File: src/lfs_pkg.sv
`timescale 1ns / 1ps
// ---------------------------------------------------------------------------
// lfs_pkg
// Shared types and constants for the line-follow steering controller:
// datapath word, sequencer states, register map and fixed limits.
// ---------------------------------------------------------------------------
package lfs_pkg;

    // Datapath word of the shared clamp-add unit (holds +-8191 with margin)
    localparam int WORD_W = 15;
    typedef logic signed [WORD_W-1:0] t_word;

    // Sensor channels
    localparam int NUM_CH   = 6;
    localparam int CH_IDX_W = 3;
    localparam logic [CH_IDX_W-1:0] LAST_CH = CH_IDX_W'(NUM_CH - 1);

    // Configuration port
    localparam int ADDR_W = 5;
    localparam int DATA_W = 32;

    typedef enum logic [2:0] {
        REG_BASE_SPEED  = 3'd0,
        REG_GAIN_P      = 3'd1,
        REG_CORR_LIMIT  = 3'd2,
        REG_RISE_STEP   = 3'd3,
        REG_FALL_STEP   = 3'd4,
        REG_DEADBAND    = 3'd5,
        REG_STEP_LIMIT  = 3'd6
    } t_reg_idx;

    // Register reset values
    localparam logic [11:0]        BASE_SPEED_RST = 12'd1600;
    localparam logic signed [10:0] GAIN_P_RST     = 11'sd128;
    localparam logic [10:0]        CORR_LIMIT_RST = 11'd720;
    localparam logic [9:0]         RISE_STEP_RST  = 10'd128;
    localparam logic [9:0]         FALL_STEP_RST  = 10'd160;
    localparam logic [2:0]         DEADBAND_RST   = 3'd1;
    localparam logic [3:0]         STEP_LIMIT_RST = 4'd1;

    // Wheel target limits, Q4 rpm (50 and 145 rpm)
    localparam t_word SPEED_MIN = 15'sd800;
    localparam t_word SPEED_MAX = 15'sd2320;

    // Smallest usable slew step
    localparam logic [9:0] STEP_FLOOR = 10'd2;

    // Wide-open clamp bounds
    localparam t_word WORD_MIN = {1'b1, {(WORD_W-1){1'b0}}};
    localparam t_word WORD_MAX = {1'b0, {(WORD_W-1){1'b1}}};

    // Sequencer states
    typedef enum logic [3:0] {
        S_IDLE,
        S_SCAN,
        S_DEAD,
        S_ESTEP,
        S_EADD,
        S_MUL,
        S_CLAMP,
        S_SLEWSEL,
        S_SLEWD,
        S_SLEWA,
        S_LEFT,
        S_RIGHT,
        S_DONE
    } t_state;

endpackage

File: src/lfs_alu.sv
`timescale 1ns / 1ps
// ---------------------------------------------------------------------------
// lfs_alu
// Shared clamp-add unit: y = min(max(a + b, lo), hi).
// ---------------------------------------------------------------------------
module lfs_alu (
    input  lfs_pkg::t_word i_a,
    input  lfs_pkg::t_word i_b,
    input  lfs_pkg::t_word i_lo,
    input  lfs_pkg::t_word i_hi,
    output lfs_pkg::t_word o_y
);
    import lfs_pkg::*;

    logic signed [WORD_W:0] sum;
    logic signed [WORD_W:0] lo_x;
    logic signed [WORD_W:0] hi_x;

    // Sum one bit wider so it never wraps
    assign sum  = (WORD_W+1)'(i_a) + (WORD_W+1)'(i_b);
    assign lo_x = (WORD_W+1)'(i_lo);
    assign hi_x = (WORD_W+1)'(i_hi);

    // Clamp to the window
    always_comb begin
        if (sum > hi_x) begin
            o_y = i_hi;
        end else if (sum < lo_x) begin
            o_y = i_lo;
        end else begin
            o_y = sum[WORD_W-1:0];
        end
    end

endmodule

File: src/line_follow_steering_controller.sv
`timescale 1ns / 1ps
// ---------------------------------------------------------------------------
// line_follow_steering_controller
// P steering controller with slew limit for a 6-channel line sensor.
//
//   Channel  Direction  Handshake                 Carries
//   in       sink       i_in_valid / o_in_ready   sensor bits, line_lost
//   out      source     o_out_valid / i_out_ready error, flags, correction, speeds
//   cfg      sink       APB psel/penable/pready   7 registers at 4*i
//
// A request is scanned one sensor channel per cycle, then goes through the
// deadband, error, gain, clamp, slew and wheel-speed states, most of them
// using the shared clamp-add unit; with line_lost set it goes from deadband
// straight to done. The input is ready again in the cycle the result appears.
// The result sits in an output register, so the next request is taken while
// it waits; the sequencer stalls in its last state only if the previous
// result is still not taken. Reset is synchronous and needs no clearing pass.
// ---------------------------------------------------------------------------
module line_follow_steering_controller #(
    parameter int LOST_CONFIRM = 12
) (
    input  logic                        i_clk,
    input  logic                        i_rst_n,
    // sample request
    input  logic                        i_in_valid,
    output logic                        o_in_ready,
    input  logic [5:0]                  i_sensor_bits,
    input  logic                        i_line_lost,
    // result
    output logic                        o_out_valid,
    input  logic                        i_out_ready,
    output logic signed [3:0]           o_track_error,
    output logic                        o_line_seen,
    output logic                        o_lost_locked,
    output logic signed [11:0]          o_correction,
    output logic [11:0]                 o_left_speed,
    output logic [11:0]                 o_right_speed,
    // configuration
    input  logic                        psel,
    input  logic                        penable,
    input  logic                        pwrite,
    input  logic [lfs_pkg::ADDR_W-1:0]  paddr,
    input  logic [lfs_pkg::DATA_W-1:0]  pwdata,
    output logic [lfs_pkg::DATA_W-1:0]  prdata,
    output logic                        pready
);
    import lfs_pkg::*;

    localparam int RUN_W = $clog2(LOST_CONFIRM + 1);
    localparam logic [RUN_W-1:0] RUN_MAX = RUN_W'(LOST_CONFIRM);

    // ---------------- configuration registers ----------------
    logic [11:0]        r_base;
    logic signed [10:0] r_gain;
    logic [10:0]        r_lim;
    logic [9:0]         r_rise;
    logic [9:0]         r_fall;
    logic [2:0]         r_db;
    logic [3:0]         r_step_lim;

    logic     cfg_wr;
    t_reg_idx cfg_idx;

    assign pready  = 1'b1;
    assign cfg_wr  = psel & penable & pwrite;
    assign cfg_idx = t_reg_idx'(paddr[4:2]);

    always_ff @(posedge i_clk) begin
        if (!i_rst_n) begin
            r_base     <= BASE_SPEED_RST;
            r_gain     <= GAIN_P_RST;
            r_lim      <= CORR_LIMIT_RST;
            r_rise     <= RISE_STEP_RST;
            r_fall     <= FALL_STEP_RST;
            r_db       <= DEADBAND_RST;
            r_step_lim <= STEP_LIMIT_RST;
        end else if (cfg_wr) begin
            case (cfg_idx)
                REG_BASE_SPEED: r_base     <= pwdata[11:0];
                REG_GAIN_P:     r_gain     <= signed'(pwdata[10:0]);
                REG_CORR_LIMIT: r_lim      <= pwdata[10:0];
                REG_RISE_STEP:  r_rise     <= pwdata[9:0];
                REG_FALL_STEP:  r_fall     <= pwdata[9:0];
                REG_DEADBAND:   r_db       <= pwdata[2:0];
                REG_STEP_LIMIT: r_step_lim <= pwdata[3:0];
                default: ;
            endcase
        end
    end

    // Register read-back
    always_comb begin
        case (cfg_idx)
            REG_BASE_SPEED: prdata = DATA_W'(r_base);
            REG_GAIN_P:     prdata = DATA_W'(unsigned'(r_gain));
            REG_CORR_LIMIT: prdata = DATA_W'(r_lim);
            REG_RISE_STEP:  prdata = DATA_W'(r_rise);
            REG_FALL_STEP:  prdata = DATA_W'(r_fall);
            REG_DEADBAND:   prdata = DATA_W'(r_db);
            REG_STEP_LIMIT: prdata = DATA_W'(r_step_lim);
            default:        prdata = '0;
        endcase
    end

    // ---------------- sequencer state ----------------
    t_state r_state, n_state;

    // scan registers
    logic [5:0]          r_mask;
    logic                r_lost;
    logic [CH_IDX_W-1:0] r_idx;
    logic [CH_IDX_W-1:0] r_run_start;
    logic [CH_IDX_W-1:0] r_run_len;
    logic signed [3:0]   r_best;
    logic [3:0]          r_best_dist;
    logic [CH_IDX_W-1:0] r_best_len;

    // control state
    logic signed [3:0]   r_prev_err;
    logic signed [11:0]  r_corr;
    logic [RUN_W-1:0]    r_lost_run;
    logic                r_lost_cfm;
    logic [11:0]         r_left;
    logic [11:0]         r_right;

    // working registers
    logic signed [3:0]   r_meas;
    logic signed [3:0]   r_e;
    t_word               r_acc;
    logic signed [11:0]  r_tgt;
    logic [9:0]          r_step;

    // output register
    logic                r_out_valid;
    logic signed [3:0]   r_o_err;
    logic                r_o_seen;
    logic                r_o_cfm;
    logic signed [11:0]  r_o_corr;
    logic [11:0]         r_o_left;
    logic [11:0]         r_o_right;

    logic in_acc;
    logic out_load;

    // ---------------- scan step: one channel per cycle ----------------
    logic [CH_IDX_W-1:0] len_n;
    logic [CH_IDX_W-1:0] start_n;
    logic                run_end;
    logic signed [5:0]   cand;
    logic signed [5:0]   diff;
    logic [3:0]          cand_dist;
    logic                better;

    always_comb begin
        len_n     = r_mask[0] ? r_run_len + 1'b1 : '0;
        start_n   = (r_mask[0] && (r_run_len == '0)) ? r_idx : r_run_start;
        run_end   = r_mask[0] && !r_mask[1];
        // run center, doubled and taken from the array center: 2*start + len - 6
        cand      = signed'({2'b00, start_n, 1'b0}) + signed'({3'b000, len_n}) - 6'sd6;
        diff      = cand - 6'(r_prev_err);
        cand_dist = diff[5] ? 4'(-diff) : diff[3:0];
        better    = run_end && ((cand_dist < r_best_dist) ||
                                ((cand_dist == r_best_dist) && (len_n > r_best_len)));
    end

    // ---------------- deadband and lost counting ----------------
    logic [3:0]       best_abs;
    logic [RUN_W-1:0] lost_run_n;

    assign best_abs   = r_best[3] ? 4'(-r_best) : r_best;
    assign lost_run_n = (r_lost_run < RUN_MAX) ? r_lost_run + 1'b1 : r_lost_run;

    // ---------------- slew step choice ----------------
    logic [11:0] tgt_abs;
    logic [11:0] corr_abs;
    logic [9:0]  step_raw;

    assign tgt_abs  = r_tgt[11] ? 12'(-r_tgt) : r_tgt;
    assign corr_abs = r_corr[11] ? 12'(-r_corr) : r_corr;
    assign step_raw = (tgt_abs > corr_abs) ? r_rise : r_fall;

    // ---------------- limit write clamps held correction ----------------
    logic signed [11:0] new_lim;
    logic signed [11:0] corr_cfg;

    assign new_lim = signed'({1'b0, pwdata[10:0]});
    always_comb begin
        if (r_corr > new_lim) begin
            corr_cfg = new_lim;
        end else if (r_corr < -new_lim) begin
            corr_cfg = -new_lim;
        end else begin
            corr_cfg = r_corr;
        end
    end

    // ---------------- shared clamp-add unit ----------------
    t_word alu_a, alu_b, alu_lo, alu_hi, alu_y;
    t_word lim_w;

    assign lim_w = t_word'(r_lim);

    lfs_alu u_alu (
        .i_a  (alu_a),
        .i_b  (alu_b),
        .i_lo (alu_lo),
        .i_hi (alu_hi),
        .o_y  (alu_y)
    );

    // ---------------- next state ----------------
    always_comb begin
        n_state = r_state;
        case (r_state)
            S_IDLE:    if (i_in_valid) n_state = S_SCAN;
            S_SCAN:    if (r_idx == LAST_CH) n_state = S_DEAD;
            S_DEAD:    n_state = r_lost ? S_DONE : S_ESTEP;
            S_ESTEP:   n_state = S_EADD;
            S_EADD:    n_state = S_MUL;
            S_MUL:     n_state = S_CLAMP;
            S_CLAMP:   n_state = S_SLEWSEL;
            S_SLEWSEL: n_state = S_SLEWD;
            S_SLEWD:   n_state = S_SLEWA;
            S_SLEWA:   n_state = S_LEFT;
            S_LEFT:    n_state = S_RIGHT;
            S_RIGHT:   n_state = S_DONE;
            S_DONE:    if (!r_out_valid || i_out_ready) n_state = S_IDLE;
            default:   n_state = S_IDLE;
        endcase
    end

    // ---------------- state outputs: handshake and operand select ----------------
    always_comb begin
        o_in_ready = 1'b0;
        out_load   = 1'b0;
        alu_a      = '0;
        alu_b      = '0;
        alu_lo     = WORD_MIN;
        alu_hi     = WORD_MAX;
        case (r_state)
            S_IDLE: o_in_ready = 1'b1;
            S_ESTEP: begin
                // delta = meas - prev, limited to +-step_limit
                alu_a  = t_word'(r_meas);
                alu_b  = -t_word'(r_prev_err);
                alu_lo = -t_word'(r_step_lim);
                alu_hi = t_word'(r_step_lim);
            end
            S_EADD: begin
                alu_a = t_word'(r_prev_err);
                alu_b = r_acc;
            end
            S_CLAMP: begin
                alu_a  = r_acc;
                alu_lo = -lim_w;
                alu_hi = lim_w;
            end
            S_SLEWD: begin
                alu_a  = t_word'(r_tgt);
                alu_b  = -t_word'(r_corr);
                alu_lo = -t_word'(r_step);
                alu_hi = t_word'(r_step);
            end
            S_SLEWA: begin
                alu_a  = t_word'(r_corr);
                alu_b  = r_acc;
                alu_lo = -lim_w;
                alu_hi = lim_w;
            end
            S_LEFT: begin
                alu_a  = t_word'(r_base);
                alu_b  = t_word'(r_corr);
                alu_lo = SPEED_MIN;
                alu_hi = SPEED_MAX;
            end
            S_RIGHT: begin
                alu_a  = t_word'(r_base);
                alu_b  = -t_word'(r_corr);
                alu_lo = SPEED_MIN;
                alu_hi = SPEED_MAX;
            end
            S_DONE: out_load = !r_out_valid || i_out_ready;
            default: ;
        endcase
    end

    assign in_acc = i_in_valid && o_in_ready;

    // ---------------- control registers ----------------
    always_ff @(posedge i_clk) begin
        if (!i_rst_n) begin
            r_state     <= S_IDLE;
            r_prev_err  <= '0;
            r_corr      <= '0;
            r_lost_run  <= '0;
            r_lost_cfm  <= 1'b0;
            r_left      <= BASE_SPEED_RST;
            r_right     <= BASE_SPEED_RST;
            r_out_valid <= 1'b0;
        end else begin
            r_state <= n_state;

            if (out_load) begin
                r_out_valid <= 1'b1;
            end else if (i_out_ready) begin
                r_out_valid <= 1'b0;
            end

            if (r_state == S_DEAD) begin
                if (r_lost) begin
                    r_lost_run <= lost_run_n;
                    if (lost_run_n == RUN_MAX) r_lost_cfm <= 1'b1;
                end else begin
                    r_lost_run <= '0;
                    r_lost_cfm <= 1'b0;
                end
            end

            // correction: limit write clamps, sequencer otherwise
            if (cfg_wr && (cfg_idx == REG_CORR_LIMIT)) begin
                r_corr <= corr_cfg;
            end else if (r_state == S_SLEWA) begin
                r_corr     <= alu_y[11:0];
                r_prev_err <= r_e;
            end

            if (r_state == S_LEFT)  r_left  <= alu_y[11:0];
            if (r_state == S_RIGHT) r_right <= alu_y[11:0];
        end
    end

    // ---------------- datapath registers ----------------
    always_ff @(posedge i_clk) begin
        if (in_acc) begin
            r_mask      <= i_sensor_bits;
            r_lost      <= i_line_lost;
            r_idx       <= '0;
            r_run_start <= '0;
            r_run_len   <= '0;
            r_best      <= r_prev_err;
            r_best_dist <= '1;
            r_best_len  <= '0;
        end

        case (r_state)
            S_SCAN: begin
                r_mask      <= r_mask >> 1;
                r_idx       <= r_idx + 1'b1;
                r_run_len   <= len_n;
                r_run_start <= start_n;
                if (better) begin
                    r_best      <= cand[3:0];
                    r_best_dist <= cand_dist;
                    r_best_len  <= len_n;
                end
            end
            S_DEAD:    r_meas <= (best_abs <= {1'b0, r_db}) ? '0 : r_best;
            S_ESTEP:   r_acc  <= alu_y;
            S_EADD:    r_e    <= alu_y[3:0];
            S_MUL:     r_acc  <= t_word'(r_gain) * t_word'(r_e);
            S_CLAMP:   r_tgt  <= alu_y[11:0];
            S_SLEWSEL: r_step <= (step_raw < STEP_FLOOR) ? STEP_FLOOR : step_raw;
            S_SLEWD:   r_acc  <= alu_y;
            default: ;
        endcase

        if (out_load) begin
            r_o_err   <= r_prev_err;
            r_o_seen  <= !r_lost;
            r_o_cfm   <= r_lost_cfm;
            r_o_corr  <= r_corr;
            r_o_left  <= r_left;
            r_o_right <= r_right;
        end
    end

    assign o_out_valid      = r_out_valid;
    assign o_track_error    = r_o_err;
    assign o_line_seen      = r_o_seen;
    assign o_lost_locked    = r_o_cfm;
    assign o_correction     = r_o_corr;
    assign o_left_speed     = r_o_left;
    assign o_right_speed    = r_o_right;

endmodule
File: config.mk
export PLATFORM = sky130hd
export DESIGN_NAME = line_follow_steering_controller
export DESIGN_NICKNAME = d
export VERILOG_FILES = /design/src/lfs_pkg.sv /design/src/lfs_alu.sv /design/src/line_follow_steering_controller.sv
export SDC_FILE = /design/constraint.sdc
export NUM_CORES = 1
export LEC_CHECK = 0
export BUFFER_PORTS_ARGS = -buffer_cell sky130_fd_sc_hd__buf_4
export CAP_MARGIN = 20
export CORE_MARGIN = 3
export CORE_UTILIZATION = 45
export DETAILED_ROUTE_END_ITERATION = 12
export GPL_TIMING_DRIVEN = 1
export PLACE_DENSITY = 0.67
export SETUP_SLACK_MARGIN = 0.2
export SYNTH_ARGS = -nofsm -noshare
export SYNTH_HDL_FRONTEND = slang
export SYNTH_SLANG_ARGS = --single-unit
File: constraint.sdc
create_clock -name i_clk -period 10.9 [get_ports i_clk]
set_input_delay 1.09 -clock i_clk [delete_from_list [all_inputs] [get_ports i_clk]]
set_output_delay 1.09 -clock i_clk [all_outputs]
set_load 0.01 [all_outputs]
-- Word-level counts from Yosys, hierarchy flattened
Cells that the tools add are included.
- register bits after elaboration: 225
- input port bits: 51
- output and inout bits: 77
- add/subtract/negate cells: 17
- multiply operators: 1
- $lt $le $gt $ge: 10
- eq/ne operators: 26
- multiplexer cells: 47
- bitwise operators: 3
- reduce and logical (&&, ||, !) cells: 34
- operator list (kind ; number):
    $pmux 15 s4 ; 2
    $pmux 15 s6 ; 1
    $pmux 12 s7 ; 1
    $mux 12 ; 6
    $mux 4 ; 14
    $pmux 14 s4 ; 1
    $pmux 4 s13 ; 1
    $mux 15 ; 2
    $neg 4->15 ; 2
    $pmux 15 s2 ; 1
    $mux 3 ; 9
    $eq 4x4->1 const B ; 6
    $gt 12x12->1 ; 2
    $neg 12->12 ; 2
    $reduce_and 2->1 ; 10
    $add 15x15->16 ; 1
    $eq 4x3->1 const B ; 4
    $gt 16x15->1 ; 1
    $lt 16x15->1 ; 1
    $mul 11x4->15 ; 1
    $neg 10->15 ; 1
    $neg 11->15 ; 1
    $neg 12->15 ; 1
    $eq 3x3->1 const B ; 4
    34 further kinds ; 63

-- Logic depth before layout (Yosys ltp)
- depth in word-level cells: 14
- depth in mapped cells: 31
- mapped depth without buffers: 27

-- Hierarchy
From an unflattened synthesis, not the netlist that was laid out.
- cell total of the unflattened synthesis: 1859
- area, all modules: 16170.5 µm²
- by module, submodules not included (module ; instances ; cells an instance ; area an instance (µm²) ; sequential area each (µm²)):
    line_follow_steering_controller ; 1 ; 1594 ; 14256.2 ; 5525.3
    lfs_alu ; 1 ; 265 ; 1914.3 ; 0.0

-- Least setup slack after synthesis
OpenSTA, ideal clock, no wires.
- path kind: flip-flop to flip-flop
- start point: register r_state[2]
- end point: register r_acc[11] (data pin)
- data arrival time: 6.316 ns
- path slack: 4.314 ns
- stages on the path, launching flop included: 31
- path buffers: 3
- clock period less this slack: 6.586 ns
- path through: dfxtp_1 clkbuf_1 nand2b_1 nor3_1 or2_2 clkbuf_1 clkbuf_1 nand2_1 o21ai_0 ha_1 inv_1 fa_1 nor2b_1 o31a_1 o21ai_0 nand2b_1 a21o_1 a21oi_1 xnor2_1 ha_1 nand4_1 nor2_1 nand4_1 a21oi_1 or3_1 maj3_2 a2111o_1 a21oi_4 mux2_2 a21oi_1 a21oi_1
- longest elaborated chain between the ends: 8
- elaborated cells between the ends (all ways): 23
- those cells by class: add/sub: 1; order compare: 2; eq/ne: 8; mux: 7; reduce/logical: 5
- RTL lines (what ; RTL line ; RTL):
    from (decl) ; line_follow_steering_controller.sv:106 ; t_state r_state, n_state;
    from (signal assigned) ; line_follow_steering_controller.sv:301 ; r_state <= n_state;
    $eq 4x4->1, or another cell as far along ; line_follow_steering_controller.sv:240 ; case (r_state)
    $reduce_or 2->1 (no source line) ; n/a ;
    $pmux 15 s6 or $pmux 15 s4 (tied branches) ; line_follow_steering_controller.sv:240 ;
    $add 15x15->16 ; lfs_alu.sv:20 ; assign sum = (WORD_W+1)'(i_a) + (WORD_W+1)'(i_b);
    $lt 16x15->1 ; lfs_alu.sv:28 ; end else if (sum < lo_x) begin
    $mux 15 ; lfs_alu.sv:28 ;
    $mux 15 ; lfs_alu.sv:26 ; if (sum > hi_x) begin
    $pmux 15 s2 * ; line_follow_steering_controller.sv:345 ; case (r_state)
    to (signal assigned) ; line_follow_steering_controller.sv:358 ; S_ESTEP: r_acc <= alu_y;
    to (signal assigned) ; line_follow_steering_controller.sv:360 ; S_MUL: r_acc <= t_word'(r_gain) * t_word'(r_e);
    to (signal assigned) ; line_follow_steering_controller.sv:363 ; S_SLEWD: r_acc <= alu_y;
    to (decl) ; line_follow_steering_controller.sv:129 ; t_word r_acc;
Every way passes the cells marked *; elsewhere a longest branch is shown, timed or not.
A chain may end at the register's enable or synchronous reset.

-- Worst setup path after layout
- start point: register r_state[2]
- end point: register r_acc[6] (data pin)
The elaborated chain is that of the path after synthesis.

==> run metrics <==
Hold Crit Class register to register; Final GP Congestion 0.956; H-tree depth 1; Reg power frac 0.336; setup slack, reg-to-reg 2.44 ns; total gr overflow 0; synthesized flop and latch total 225; Area Overhead vs Synth 10.8%; most frequent cells in the layout nand2_1, inv_1, ha_1; CP Depth 27; setup violators final 0; setup TNS 0 ns; Seq/Total Area, Yosys 0.347; Die W 194 µm; crit path launch type register; largest net degree at the start of global routing 115; CP Class register to register; CTS tree built; area occupied by multi-input gates 9450 µm²; Reg area 5530 µm²; DP Worst Slack 2.52 ns; DRC viols 0; post-synthesis cell type count 79; ys async rst share 0; Vias/cell 5.80; post-CTS setup buffer count 0; Crit path largest cell delay 0.93 ns; initial antenna violation count 1; Largest delay share family, worst path simple AND/OR/NAND/NOR gates; worst vdd ir 324 µV; Least-Margin Pin Slew 1.21 ns; Setup crit end kind register; CTS resizes 0; Final nets 2,028; ratio of cells with drive above 1 in the final layout 0.102; Mapped Cells 1,779; CP Data Required Time 11.15 ns; placed inst area 16,800 µm²; DR iter-0 viols 1,321; RSZ-0062 raised after global routing false; endpoints failing hold 0; Final HPWL DP 36,200 µm; FF-to-FF End r_acc[6]; Sw Pwr 1.12 mW; max-slew violation count 0; commonest non-fill, non-tap cell in the layout nand2_1; Int Power 1.94 mW; YS warnings 0; Die Y 194 µm; Final Core Density 0.508; Leak 7.53 nW; Critical Path Most Common Cell o21ai_0; gr usage total 0.240; Final Worst Setup Slack 2.44 ns; Top FF cell, synth dfxtp_1; Combinational Power Share 0.381; mean area per synthesized cell 8.95 µm²; hold_ws 0.428 ns; clock share of power 0.284; crit path max fanout 19; First-pass DRT Iterations 7; Final ANT Viol Nets 0; Final Critical Period 8.46 ns; Vias 13,300; first-pass GRT wire length 72,300 µm; core area 34,700 µm²; Slowest-stage cell, CP mux2i_1; final wirelength 47,100 µm; wire length per cell 20.6 µm; finished layout cell area 17,600 µm²; run status finished, final reports clean; Port Buffer Count 84; Tcrit/Tclk final 0.776; Clock transition at path regs 0.06 ns; Power Density 174 nW/µm²; sw frac 0.366; Reg2Reg Depth 27; clock skew 0.0125 ns; CP arrival 8.70 ns; vias in the first global route 12,600; CP Buf/Inv Count 1; Die ar. 37,700 µm²; crit path to r_acc[6]; Max clock buf depth 3; Fillers 3,228; CTS Sinks 225; total CTS buffers 25; Mapped Area 15,900 µm²; hold_buf cts 0; io pins 128; root buffer cell clkbuf_16; later-pin clock latency in the skew report 0.55 ns; origin of the worst setup path r_state[2]; Post-synth EDFFs 102; Fmax achieved 0.118 GHz; max-cap violations 0; Starting Density 0.459; # rows 68; Worst R2R Start r_state[2]; Worst slew margin 0.169
==> final cells by class <==
class | count | area share
diodes | 1 | 0.000142
clock buffers | 40 | 0.0432
clock inverters | 6 | 0.00454
inverters | 147 | 0.0313
multi-input cells | 1320 | 0.536
flip-flops and latches | 225 | 0.313
well taps | 455 | 0.0323
repair buffers | 93 | 0.0396
==> how the worst min path moves through the flow <==
stage                                  end  cells past startpoint       start  slack (ns)
final                     o_left_speed[11]                      0  r_left[11]        0.43
after global placement    o_right_speed[7]                      0  r_right[7]        0.41
after global routing      o_right_speed[2]                      0  r_right[2]        0.44
after floorplan           o_left_speed[11]                      0  r_left[11]        0.40
after CTS                 o_right_speed[2]                      0  r_right[2]        0.42
after detailed placement  o_right_speed[2]                      0  r_right[2]        0.41
==> synth_stat cells (11+ instances only) <==
cell type / count / area [µm²]
mux2_2: 21 / 236
a22oi_1: 31 / 233
nand2_1: 222 / 833
nand3_1: 44 / 220
clkbuf_1: 78 / 293
nand2b_1: 35 / 219
a21o_1: 26 / 195
edfxtp_1: 102 / 3060
xor2_1: 20 / 175
fa_1: 26 / 521
nor2b_1: 34 / 213
xnor2_1: 68 / 596
ha_1: 139 / 1740
o211ai_1: 19 / 143
nor2_1: 85 / 319
mux2i_1: 38 / 380
or3_1: 20 / 125
dfxtp_1: 123 / 2460
nor3_1: 28 / 140
inv_1: 146 / 548
a221oi_1: 11 / 96.3
a21boi_0: 45 / 338
and2_1: 23 / 144
o21ai_0: 107 / 536
a21oi_1: 92 / 460
buf_4: 21 / 158
a31oi_1: 13 / 81.3
nand4_1: 22 / 138
==> per-stage QoR <==
stage | power (mW) | std cells
global route | 3.25 | 2286
CTS | 3.07 | 2286
global placement | 2.17 | 2240
finish | 3.07 | 2287
floorplan | 1.88 | 1798
detailed placement | 2.20 | 2240
==> cells by family after synthesis <==
kind of cell / count (synthesis) / share of synthesized area
AOI/OAI and AO/OA: 416 / 0.172
xor gates and xnor gates: 89 / 0.0499
adders and majority gates: 166 / 0.143
buffers and inverters: 253 / 0.0657
DFF: 225 / 0.347
muxes: 71 / 0.0542
other: 2 / 0.000472
and+or+nand+nor: 557 / 0.168
==> registers in the layout (all words and copies together), names as in the netlist, 6 cells and up <==
signal	count
r_tgt	12
r_base	12
o_right_speed	12
r_rise	10
r_corr	12
r_step	10
r_mask	6
r_left	12
r_gain	11
o_left_speed	12
o_correction	12
r_lim	11
r_fall	10
r_right	12
r_acc	15
==> metal layers <==
layer	GRT usage	vias to the layer above	part of all wire
met3	0.0483	100	0.085
met1	0.337	6322	0.44
li1	-	6331	-
met4	0.0840	0	0.038
met2	0.371	515	0.43
met5	0	-	0
==> power groups by stage <==
stage               registers (mW)  clock network [mW]  logic (mW)
floorplan                     1.01                   0       0.866
global placement              1.04                   0        1.12
detailed placement            1.05                   0        1.15
CTS                           1.03               0.876        1.16
global route                  1.03               0.909        1.31
finish                        1.03               0.870        1.17
No activity file was read; power rests on OpenSTA's default activity.
